===== src/hdl/random_unused_entry_picker_macros.svh =====
// assertion macros shared by the picker rtl
`ifndef RANDOM_UNUSED_ENTRY_PICKER_MACROS_SVH
`define RANDOM_UNUSED_ENTRY_PICKER_MACROS_SVH

// same-cycle implication, checked on every rising clock edge outside reset
`define RUP_ASSERT_NOW(label, ante, cons, msg) \
   label: assert property (@(posedge clock) disable iff (reset) (ante) |-> (cons)) \
      else $error(msg);

// next-cycle implication, checked on every rising clock edge outside reset
`define RUP_ASSERT_NEXT(label, ante, cons, msg) \
   label: assert property (@(posedge clock) disable iff (reset) (ante) |=> (cons)) \
      else $error(msg);

`endif


===== src/hdl/rup_pkg.sv =====
// shared constants and codes for the random unused entry picker
`timescale 1ns / 1ps
`default_nettype none

package rup_pkg;

   // pool geometry
   localparam int POOLS     = 8;
   localparam int ENTRIES   = 256;
   localparam int WORD_BITS = 16;
   localparam int WORDS     = ENTRIES / WORD_BITS;
   localparam int ROWS      = POOLS * WORDS;

   // field and index widths
   localparam int POOL_W = $clog2(POOLS);
   localparam int IDX_W  = $clog2(ENTRIES);
   localparam int CNT_W  = $clog2(ENTRIES + 1);
   localparam int BIT_W  = $clog2(WORD_BITS);
   localparam int WORD_W = $clog2(WORDS);
   localparam int ROW_W  = $clog2(ROWS);
   localparam int STAT_W = 2;
   localparam int MASK_W = 8;

   // csr port
   localparam int CSR_ADDR_W = 3;
   localparam int CSR_DATA_W = 32;
   localparam logic [CSR_ADDR_W-3:0] CSR_NO_DUP_MASK = '0;

   // command codes
   localparam logic CMD_DRAW = 1'b0;
   localparam logic CMD_LOAD = 1'b1;

   // status codes
   localparam logic [STAT_W-1:0] ST_OK        = 2'd0;
   localparam logic [STAT_W-1:0] ST_EXHAUSTED = 2'd1;
   localparam logic [STAT_W-1:0] ST_ERROR     = 2'd2;

endpackage

`default_nettype wire


===== src/hdl/rup_req_if.sv =====
// request channel: command beats into the picker
`timescale 1ns / 1ps
`default_nettype none

interface rup_req_if;
   import rup_pkg::*;

   logic                valid;
   logic                ready;
   logic                command;
   logic [POOL_W-1:0]   pool_id;
   logic [IDX_W-1:0]    random_index;
   logic [CNT_W-1:0]    entry_count;

   modport source (output valid, command, pool_id, random_index, entry_count,
                   input ready);
   modport sink   (input valid, command, pool_id, random_index, entry_count,
                   output ready);
endinterface

`default_nettype wire


===== src/hdl/rup_rsp_if.sv =====
// response channel: result beats out of the picker
`timescale 1ns / 1ps
`default_nettype none

interface rup_rsp_if;
   import rup_pkg::*;

   logic                valid;
   logic                ready;
   logic [IDX_W-1:0]    entry_index;
   logic [STAT_W-1:0]   status;

   modport source (output valid, entry_index, status, input ready);
   modport sink   (input valid, entry_index, status, output ready);
endinterface

`default_nettype wire


===== src/hdl/random_unused_entry_picker.sv =====
// a load or a rejected draw registers its result at the accepting edge
// a draw reads one 16-bit word of used flags per cycle from the flag ram and shows its
// result on a hit or after the last word (start word, words to pool end, wrap to start)
// throughput: one item at a time; a new item is taken when idle and the output register is free
// reset: counts, mask and per-row valid bits clear at once, no ram clearing pass needed
`timescale 1ns / 1ps
`default_nettype none
`include "random_unused_entry_picker_macros.svh"

module random_unused_entry_picker (
   input  wire logic                            clock,
   input  wire logic                            reset,
   rup_req_if.sink                              req_port,
   rup_rsp_if.source                            rsp_port,
   input  wire logic                            csr_psel,
   input  wire logic                            csr_penable,
   input  wire logic                            csr_pwrite,
   input  wire logic [rup_pkg::CSR_ADDR_W-1:0]  csr_paddr,
   input  wire logic [rup_pkg::CSR_DATA_W-1:0]  csr_pwdata,
   output logic      [rup_pkg::CSR_DATA_W-1:0]  csr_prdata,
   output logic                                 csr_pready
);
   import rup_pkg::*;

   typedef enum logic {S_IDLE, S_SCAN} state_type;

   localparam logic PH_A = 1'b0;   // from the start word up to the pool end
   localparam logic PH_B = 1'b1;   // wrapped, from word zero back to the start word

   // registers
   state_type          state_ff, state_in;
   logic [POOL_W-1:0]  pool_ff, pool_in;
   logic [IDX_W-1:0]   start_ff, start_in;
   logic [CNT_W-1:0]   count_ff, count_in;
   logic               nodup_ff, nodup_in;
   logic               first_ff, first_in;
   logic [WORD_W-1:0]  iss_word_ff, iss_word_in;
   logic               iss_phase_ff, iss_phase_in;
   logic [WORD_W-1:0]  chk_word_ff, chk_word_in;
   logic               chk_phase_ff, chk_phase_in;
   logic               rsp_valid_ff, rsp_valid_in;
   logic [IDX_W-1:0]   rsp_index_ff, rsp_index_in;
   logic [STAT_W-1:0]  rsp_status_ff, rsp_status_in;
   logic [MASK_W-1:0]  mask_ff, mask_in;
   logic [CNT_W-1:0]   counts_ff [POOLS];
   logic [CNT_W-1:0]   counts_in [POOLS];
   logic [ROWS-1:0]    row_valid_ff, row_valid_in;

   // datapath signals
   logic                 req_accept;
   logic                 csr_write;
   logic [CNT_W-1:0]     req_count;
   logic [CNT_W-1:0]     req_count_m1;
   logic [CNT_W-1:0]     count_m1;
   logic [WORD_W-1:0]    last_word;
   logic [ROW_W-1:0]     chk_row;
   logic [WORD_BITS-1:0] ram_rdata;
   logic [WORD_BITS-1:0] scan_word;
   logic [WORD_BITS-1:0] scan_mask;
   logic [WORD_BITS-1:0] free_bits;
   logic                 start_free;
   logic                 hit;
   logic [BIT_W-1:0]     hit_bit;
   logic [IDX_W-1:0]     hit_index;
   logic                 last_visit;
   logic                 ram_we;
   logic [WORD_BITS-1:0] ram_wdata;
   logic [ROW_W-1:0]     ram_raddr;
   logic [WORD_W:0]      first_next;
   logic [WORD_W:0]      iss_next;

   // lowest set bit of a flag word
   function automatic logic [BIT_W-1:0] lowest_set(input logic [WORD_BITS-1:0] v);
      logic [BIT_W-1:0] r;
      r = '0;
      for (int b = WORD_BITS - 1; b >= 0; b--) begin
         if (v[b]) begin
            r = BIT_W'(b);
         end
      end
      return r;
   endfunction

   // word visit order: start word to last word, then zero back to the start word
   function automatic logic [WORD_W:0] next_visit(input logic [WORD_W-1:0] word,
                                                  input logic phase,
                                                  input logic [WORD_W-1:0] last);
      logic [WORD_W:0] r;
      if (phase == PH_A && word == last) begin
         r = {PH_B, {WORD_W{1'b0}}};
      end else begin
         r = {phase, word + WORD_W'(1)};
      end
      return r;
   endfunction

   // handshakes
   assign req_accept = req_port.valid && req_port.ready;
   assign req_port.ready = (state_ff == S_IDLE) && (!rsp_valid_ff || rsp_port.ready);
   assign rsp_port.valid       = rsp_valid_ff;
   assign rsp_port.entry_index = rsp_index_ff;
   assign rsp_port.status      = rsp_status_ff;

   // csr port
   assign csr_pready = 1'b1;
   assign csr_write  = csr_psel && csr_penable && csr_pwrite
                       && (csr_paddr[CSR_ADDR_W-1:2] == CSR_NO_DUP_MASK);
   assign csr_prdata = (csr_paddr[CSR_ADDR_W-1:2] == CSR_NO_DUP_MASK)
                       ? CSR_DATA_W'(mask_ff) : '0;
   assign mask_in = csr_write ? csr_pwdata[MASK_W-1:0] : mask_ff;

   // accept-time view of the addressed pool
   assign req_count    = counts_ff[req_port.pool_id];
   assign req_count_m1 = req_count - CNT_W'(1);
   assign first_next   = next_visit(req_port.random_index[IDX_W-1:BIT_W], PH_A,
                                    req_count_m1[IDX_W-1:BIT_W]);

   // scan-time view
   assign count_m1  = count_ff - CNT_W'(1);
   assign last_word = count_m1[IDX_W-1:BIT_W];
   assign iss_next  = next_visit(iss_word_ff, iss_phase_ff, last_word);
   assign chk_row   = {pool_ff, chk_word_ff};
   assign ram_raddr = (state_ff == S_IDLE)
                      ? {req_port.pool_id, req_port.random_index[IDX_W-1:BIT_W]}
                      : {pool_ff, iss_word_ff};

   // used flag ram, one word per row
   rup_ram #(
      .WIDTH (WORD_BITS),
      .DEPTH (ROWS)
   ) u_flags (
      .clock (clock),
      .we    (ram_we),
      .waddr (chk_row),
      .wdata (ram_wdata),
      .raddr (ram_raddr),
      .rdata (ram_rdata)
   );

   // check the word that came back: start entry first, then the candidate window
   always_comb begin
      logic [IDX_W-1:0] idx;
      idx       = '0;
      scan_word = ram_rdata & {WORD_BITS{row_valid_ff[chk_row]}};
      for (int b = 0; b < WORD_BITS; b++) begin
         idx = {chk_word_ff, BIT_W'(b)};
         if (chk_phase_ff == PH_A) begin
            scan_mask[b] = (idx > start_ff) && ({1'b0, idx} < count_ff);
         end else begin
            scan_mask[b] = idx < start_ff;
         end
      end
      free_bits  = ~scan_word & scan_mask;
      start_free = !nodup_ff || !scan_word[start_ff[BIT_W-1:0]];
      if (first_ff && start_free) begin
         hit     = 1'b1;
         hit_bit = start_ff[BIT_W-1:0];
      end else begin
         hit     = |free_bits;
         hit_bit = lowest_set(free_bits);
      end
      hit_index  = {chk_word_ff, hit_bit};
      last_visit = (chk_phase_ff == PH_B) && (chk_word_ff == start_ff[IDX_W-1:BIT_W]);
      ram_wdata  = scan_word | (WORD_BITS'(1) << hit_bit);
   end

   // sequencer next state
   always_comb begin
      state_in      = state_ff;
      pool_in       = pool_ff;
      start_in      = start_ff;
      count_in      = count_ff;
      nodup_in      = nodup_ff;
      first_in      = first_ff;
      iss_word_in   = iss_word_ff;
      iss_phase_in  = iss_phase_ff;
      chk_word_in   = chk_word_ff;
      chk_phase_in  = chk_phase_ff;
      rsp_valid_in  = rsp_valid_ff && !rsp_port.ready;
      rsp_index_in  = rsp_index_ff;
      rsp_status_in = rsp_status_ff;
      counts_in     = counts_ff;
      row_valid_in  = row_valid_ff;
      ram_we        = 1'b0;
      case (state_ff)
         S_IDLE: begin
            // every pool id fits below the pool count, so no range check here
            if (req_accept) begin
               if (req_port.command == CMD_LOAD) begin
                  if (req_port.entry_count > CNT_W'(ENTRIES)) begin
                     counts_in[req_port.pool_id] = CNT_W'(ENTRIES);
                  end else begin
                     counts_in[req_port.pool_id] = req_port.entry_count;
                  end
                  for (int w = 0; w < WORDS; w++) begin
                     row_valid_in[{req_port.pool_id, WORD_W'(w)}] = 1'b0;
                  end
                  rsp_valid_in  = 1'b1;
                  rsp_index_in  = '0;
                  rsp_status_in = ST_OK;
               end else if ({1'b0, req_port.random_index} >= req_count) begin
                  rsp_valid_in  = 1'b1;
                  rsp_index_in  = '0;
                  rsp_status_in = ST_ERROR;
               end else begin
                  state_in     = S_SCAN;
                  pool_in      = req_port.pool_id;
                  start_in     = req_port.random_index;
                  count_in     = req_count;
                  nodup_in     = mask_ff[req_port.pool_id];
                  first_in     = 1'b1;
                  chk_word_in  = req_port.random_index[IDX_W-1:BIT_W];
                  chk_phase_in = PH_A;
                  iss_word_in  = first_next[WORD_W-1:0];
                  iss_phase_in = first_next[WORD_W];
               end
            end
         end
         S_SCAN: begin
            // one word read issued and one word checked every cycle
            first_in     = 1'b0;
            chk_word_in  = iss_word_ff;
            chk_phase_in = iss_phase_ff;
            iss_word_in  = iss_next[WORD_W-1:0];
            iss_phase_in = iss_next[WORD_W];
            if (hit) begin
               ram_we                = 1'b1;
               row_valid_in[chk_row] = 1'b1;
               rsp_valid_in          = 1'b1;
               rsp_index_in          = hit_index;
               rsp_status_in         = ST_OK;
               state_in              = S_IDLE;
            end else if (last_visit) begin
               rsp_valid_in  = 1'b1;
               rsp_index_in  = '0;
               rsp_status_in = ST_EXHAUSTED;
               state_in      = S_IDLE;
            end
         end
         default: begin
            state_in = S_IDLE;
         end
      endcase
   end

   // state and registered outputs
   always_ff @(posedge clock) begin
      if (reset) begin
         state_ff     <= S_IDLE;
         rsp_valid_ff <= 1'b0;
         first_ff     <= 1'b0;
         mask_ff      <= '0;
         counts_ff    <= '{default: '0};
         row_valid_ff <= '0;
      end else begin
         state_ff     <= state_in;
         rsp_valid_ff <= rsp_valid_in;
         first_ff     <= first_in;
         mask_ff      <= mask_in;
         counts_ff    <= counts_in;
         row_valid_ff <= row_valid_in;
      end
      pool_ff       <= pool_in;
      start_ff      <= start_in;
      count_ff      <= count_in;
      nodup_ff      <= nodup_in;
      iss_word_ff   <= iss_word_in;
      iss_phase_ff  <= iss_phase_in;
      chk_word_ff   <= chk_word_in;
      chk_phase_ff  <= chk_phase_in;
      rsp_index_ff  <= rsp_index_in;
      rsp_status_ff <= rsp_status_in;
   end

   // checks
   `RUP_ASSERT_NOW(a_mark_one_flag, ram_we && nodup_ff,
      $countones(ram_wdata) == $countones(scan_word) + 1,
      "flag write does not set exactly one new used flag")
   `RUP_ASSERT_NOW(a_hit_in_pool, ram_we, {1'b0, hit_index} < count_ff,
      "handed out entry lies beyond the pool count")
   `RUP_ASSERT_NEXT(a_exhausted, (state_ff == S_SCAN) && !hit && last_visit,
      rsp_valid_ff && (rsp_status_ff == ST_EXHAUSTED),
      "finished scan without a free entry did not report exhausted")
   `RUP_ASSERT_NEXT(a_bad_draw,
      req_accept && (req_port.command == CMD_DRAW)
         && ({1'b0, req_port.random_index} >= req_count),
      rsp_valid_ff && (rsp_status_ff == ST_ERROR) && (state_ff == S_IDLE),
      "out of range draw not rejected")
endmodule

`default_nettype wire


===== src/hdl/rup_ram.sv =====
// generic single write port ram with registered read
`timescale 1ns / 1ps
`default_nettype none

module rup_ram #(
   parameter int WIDTH = 16,
   parameter int DEPTH = 128
) (
   input  wire logic                     clock,
   input  wire logic                     we,
   input  wire logic [$clog2(DEPTH)-1:0] waddr,
   input  wire logic [WIDTH-1:0]         wdata,
   input  wire logic [$clog2(DEPTH)-1:0] raddr,
   output logic      [WIDTH-1:0]         rdata
);
   logic [WIDTH-1:0] mem_ff [DEPTH];
   logic [WIDTH-1:0] rdata_ff;

   // write port and registered read port
   always_ff @(posedge clock) begin
      if (we) begin
         mem_ff[waddr] <= wdata;
      end
      rdata_ff <= mem_ff[raddr];
   end

   assign rdata = rdata_ff;
endmodule

`default_nettype wire

===== src/flat_wrapper.sv =====
// flat-port wrapper written by rule: the top's interface ports become plain ports
module random_unused_entry_picker_flat import rup_pkg::*;
  (clock, reset, csr_psel, csr_penable, csr_pwrite, csr_paddr, csr_pwdata, csr_prdata, csr_pready, req_port_valid, req_port_command, req_port_pool_id, req_port_random_index, req_port_entry_count, req_port_ready, rsp_port_valid, rsp_port_entry_index, rsp_port_status, rsp_port_ready);
  rup_req_if req_port_i ();
  rup_rsp_if rsp_port_i ();
  input  wire logic clock;
  input  wire logic reset;
  input  wire logic csr_psel;
  input  wire logic csr_penable;
  input  wire logic csr_pwrite;
  input  wire logic [rup_pkg::CSR_ADDR_W-1:0] csr_paddr;
  input  wire logic [rup_pkg::CSR_DATA_W-1:0] csr_pwdata;
  output logic      [rup_pkg::CSR_DATA_W-1:0] csr_prdata;
  output logic csr_pready;
  input wire logic [$bits(req_port_i.valid)-1:0] req_port_valid;
  input wire logic [$bits(req_port_i.command)-1:0] req_port_command;
  input wire logic [$bits(req_port_i.pool_id)-1:0] req_port_pool_id;
  input wire logic [$bits(req_port_i.random_index)-1:0] req_port_random_index;
  input wire logic [$bits(req_port_i.entry_count)-1:0] req_port_entry_count;
  output wire logic [$bits(req_port_i.ready)-1:0] req_port_ready;
  output wire logic [$bits(rsp_port_i.valid)-1:0] rsp_port_valid;
  output wire logic [$bits(rsp_port_i.entry_index)-1:0] rsp_port_entry_index;
  output wire logic [$bits(rsp_port_i.status)-1:0] rsp_port_status;
  input wire logic [$bits(rsp_port_i.ready)-1:0] rsp_port_ready;
  assign req_port_i.valid = req_port_valid;
  assign req_port_i.command = req_port_command;
  assign req_port_i.pool_id = req_port_pool_id;
  assign req_port_i.random_index = req_port_random_index;
  assign req_port_i.entry_count = req_port_entry_count;
  assign req_port_ready = req_port_i.ready;
  assign rsp_port_valid = rsp_port_i.valid;
  assign rsp_port_entry_index = rsp_port_i.entry_index;
  assign rsp_port_status = rsp_port_i.status;
  assign rsp_port_i.ready = rsp_port_ready;
  random_unused_entry_picker u_core (.clock(clock), .reset(reset), .req_port(req_port_i), .rsp_port(rsp_port_i), .csr_psel(csr_psel), .csr_penable(csr_penable), .csr_pwrite(csr_pwrite), .csr_paddr(csr_paddr), .csr_pwdata(csr_pwdata), .csr_prdata(csr_prdata), .csr_pready(csr_pready));
endmodule

===== config.mk =====
export PLATFORM = sky130hd
export DESIGN_NAME = random_unused_entry_picker_flat
export DESIGN_NICKNAME = d
export VERILOG_FILES = /design/src/hdl/rup_pkg.sv /design/src/hdl/rup_req_if.sv /design/src/hdl/rup_rsp_if.sv /design/src/hdl/random_unused_entry_picker.sv /design/src/hdl/rup_ram.sv /design/src/flat_wrapper.sv
export VERILOG_INCLUDE_DIRS = /design/src /design/src/hdl
export SDC_FILE = /design/constraint.sdc
export NUM_CORES = 2
export LEC_CHECK = 0
export ABC_AREA = 1
export BUFFER_PORTS_ARGS = -buffer_cell sky130_fd_sc_hd__buf_2
export CORE_MARGIN = 5
export CORE_UTILIZATION = 33
export CTS_CLUSTER_DIAMETER = 150
export DETAILED_ROUTE_END_ITERATION = 10
export SYNTH_ARGS = -nofsm -noshare
export SYNTH_HDL_FRONTEND = slang
export SYNTH_HIERARCHICAL = 1
export SYNTH_SLANG_ARGS = --single-unit
export TNS_END_PERCENT = 100

===== constraint.sdc =====
create_clock -name clock -period 12.6 [get_ports clock]
set_input_delay 0.63 -clock clock [delete_from_list [all_inputs] [get_ports clock]]
set_output_delay 0.63 -clock clock [all_outputs]
set_load 0.01 [all_outputs]

==> flow_metrics.env <==
export IMPL_worst_skew_pair_late_latency_ns=0.90
export IMPL_grt_antenna_before_repair=2
export IMPL_syn_area_sq_um=96900
export IMPL_rows=199
export IMPL_final_min_clock_period_ns=6.97
export IMPL_grt_start_max_net_pins=175
export IMPL_yosysUniqueCellTypes=55
export IMPL_fmax_mhz=143
export IMPL_cts_root_buf="clkbuf_16"
export IMPL_ys_seq_elements=2316
export IMPL_total_switching_power_mw=4.07
export IMPL_setup_slack_ns=5.63
export IMPL_nNetsFinal=8800
export IMPL_cts_resized=0
export IMPL_die_area_sq_um=305000
export IMPL_ys_seq_area_share_pct=69.4
export IMPL_syn_area_per_cell_sq_um=11.1
export IMPL_layout_commonest_cell="nand2_1"
export IMPL_layout_cells_most_common_list="nand2_1, nand3_1, edfxtp_1, nor2_1, inv_1"
export IMPL_setup_tns_final_ns=0
export IMPL_syn2layout_area_growth_pct=12.0
export IMPL_fin_crit_sh_pct=55.3
export IMPL_cap_violations=0
export IMPL_htree_num_levels=4
export IMPL_drtIter0Drc=7176
export IMPL_coreArea_sq_um=293000
export IMPL_hold_class="in -> reg"
export IMPL_seq_power_share_pct=51.3
export IMPL_worstPathArrival_ns=7.45
export IMPL_synth_cells=8761
export IMPL_swShare_pct=24.2
export IMPL_rsz0062_at_grt="false"
export IMPL_yosys_warnings=6
export IMPL_finalMaxSlewViolations=0
export IMPL_cts_sinks=2316
export IMPL_ff2ff_setup_slack_ns=5.63
export IMPL_cp_start_kind="flip-flop"
export IMPL_rr_worst_depth=27
export IMPL_crit_path_end_kind="flip-flop"
export IMPL_start_util_pct=33.0
export IMPL_die_h_microns=552
export IMPL_drive_above_1_share_pct=7.99
export IMPL_placed_area_sq_um=101000
export IMPL_grt_pass1_wl_microns=405000
export IMPL_min_path_cells=2
export IMPL_powerDensity_nw_per_um2=155
export IMPL_overflow=0
export IMPL_status="completed"
export IMPL_port_buffers=56
export IMPL_routed_wl_microns=273000
export IMPL_cts_buffers=225
export IMPL_final_cell_area_sq_um=109000
export IMPL_comb_power_share_pct=8.8
export IMPL_hold_viol=0
export IMPL_ir_worst_vdd_mv=0.115
export IMPL_viasPerCell=5.23
export IMPL_hpwlAfterDp_microns=151000
export IMPL_dp_slack_ns=5.78
export IMPL_cp_max_fo=84
export IMPL_skew_ns=0.0466
export IMPL_cp_required_ns=13.07
export IMPL_die_w_microns=552
export IMPL_ios=108
export IMPL_crit_type="reg -> reg"
export IMPL_cts_buffer_depth=3
export IMPL_setup_viol=0
export IMPL_synth_async_reset_ratio_pct=0
export IMPL_drcViolationCount=0
export IMPL_worst_pin_slew_ns=1.24
export IMPL_via_count=67100
export IMPL_synth_edf_count=2089
export IMPL_synth_ff_type="edfxtp_1"
export IMPL_first_global_vias=62900
export IMPL_globalplace_congestion=0.857
export IMPL_slew_headroom_pct=17.1
export IMPL_grt_usage_pct=17.3
export IMPL_drtPass1Iterations=8
export IMPL_p_leak_nw=38.4
export IMPL_antenna_left=0
export IMPL_clkPwrFrac_pct=39.9
export IMPL_p_int_mw=12.7
export IMPL_cts_tree="yes"
export IMPL_routedWlPerCell_microns=21.3
export IMPL_clk_pin_slew_worst_paths_ns=0.06
## per-stage QoR
stage / std cells / utilization [%] / power (mW) / hold WS (ns)
global placement: 12400 / 34.5 / 10.2 / 0.449
CTS: 12800 / 37.0 / 16.9 / 0.00511
finish: 12800 / 37.0 / 16.8 / 0.0583
detailed placement: 12400 / 34.5 / 10.2 / 0.456
global route: 12800 / 37.0 / 17.4 / 0.0257
floorplan: 8784 / - / 9.71 / 0.441
## power groups by stage
stage,combinational [mW],sequential (mW),clock (mW)
floorplan,0.903,8.80,0
CTS,1.47,8.61,6.83
detailed placement,1.46,8.77,0
finish,1.48,8.61,6.71
global route,1.60,8.60,7.15
global placement,1.43,8.77,0
## synthesized netlist by cell type, drive strengths merged (9+ instances only)
library cell | count | area, sq um
nand3 | 2151 | 10800
xor2 | 9 | 78.8
edfxtp | 2089 | 62700
a22o | 15 | 131
inv | 281 | 1060
o22ai | 16 | 100
o21ai | 133 | 669
dfxtp | 227 | 4540
nor2 | 301 | 1150
a21oi | 181 | 906
a211oi | 57 | 443
buf | 438 | 2590
clkinv | 10 | 37.5
clkbuf | 137 | 514
nand4 | 27 | 169
a221oi | 10 | 87.6
nor3 | 85 | 606
ha | 20 | 250
nand2 | 2448 | 9230
o21bai | 12 | 90.1
a31oi | 66 | 413
## per-layer routing
layer | vias up | part of all wire [%] | track usage [%]
li1 | 30800 | - | -
met1 | 33100 | 42 | 23.8
met2 | 2686 | 47 | 27.7
met3 | 492 | 7.6 | 2.51
met4 | 0 | 3.8 | 6.87
met5 | - | 0 | 0
## final cells by class
type / count / area, sq um
timing repair buffer: 287 / 2180
inverter: 291 / 1130
clock inverter: 121 / 1330
clock buffer: 287 / 6030
tap: 3919 / 4900
multi-input combinational: 5596 / 25700
antenna: 3 / 7.51
sequential: 2316 / 67300
fill: 28100 / 185000
## critical path, stage by stage (launching register included)
cell and delay, ns:
edfxtp_1 0.65, nor2_2 1.01, nand3_1 0.16, nand2_1 0.12
nor2_1 0.05, nor2_1 0.08, nor2_1 0.07, nand2_1 0.07
nand2_1 0.05, nand2_1 0.16, inv_1 0.06, nand2_1 0.38
nand2_1 0.26, nand2_1 0.12, o21ai_1 0.07, o21ai_1 0.17
nand2_1 0.07, nor2_1 0.09, nand2_1 0.09, nand2_4 0.12
inv_2 0.06, nand2_1 0.05, nand2_1 0.18, inv_1 0.23
nand4_1 0.26, o21bai_4 0.40, buf_4 0.43, buf_4 0.93
## sequential cells by signal, indices dropped and copies added (netlist names)
| register | count |
|---|---|
| u_core/mask_ff | 8 |
| u_core/pool_ff | 3 |
| u_core/start_ff | 8 |
| u_core/state_ff | 1 |
| u_core/row_valid_ff | 128 |
| u_core/nodup_ff | 1 |
| u_core/iss_word_ff | 4 |
| u_core/u_flags/rdata | 16 |
| u_core/counts_ff | 72 |
| u_core/first_ff | 1 |
| u_core/chk_word_ff | 4 |
| u_core/iss_phase_ff | 1 |
| u_core/rsp_port.valid | 1 |
| u_core/rsp_port.status | 2 |
| u_core/chk_phase_ff | 1 |
| u_core/rsp_port.entry_index | 8 |
| u_core/count_ff | 9 |
| u_core/u_flags/mem_ff | 2048 |
## path summary, 6_finish.rpt
| check | end | start |
|---|---|---|
| worst max register to register | u_core/u_flags/mem_ff[29][12] | u_core/chk_word_ff[2] |
| worst max-delay path | u_core/u_flags/mem_ff[29][12] | u_core/chk_word_ff[2] |
| worst min register to register | u_core/row_valid_ff[124] | u_core/row_valid_ff[124] |
| worst min-delay path | u_core/rsp_port.status[1] | req_port_command |
## what timing repair did
action	in CTS	in global routing
endpoints found under the hold margin	7	0
setup buffers	0	0
hold buffers	7	0
## cell families after synthesis
| logic type | count (synthesis) | share of synthesized area [%] |
|---|---|---|
| other cells | 2 | 0.00775 |
| xor+xnor | 14 | 0.127 |
| compound gates | 514 | 3.13 |
| flops | 2316 | 69.4 |
| fa+ha+maj | 20 | 0.258 |
| buf+inv | 872 | 4.39 |
| simple gates | 5023 | 22.7 |
Note: power is estimated with default switching activity, not from simulation.
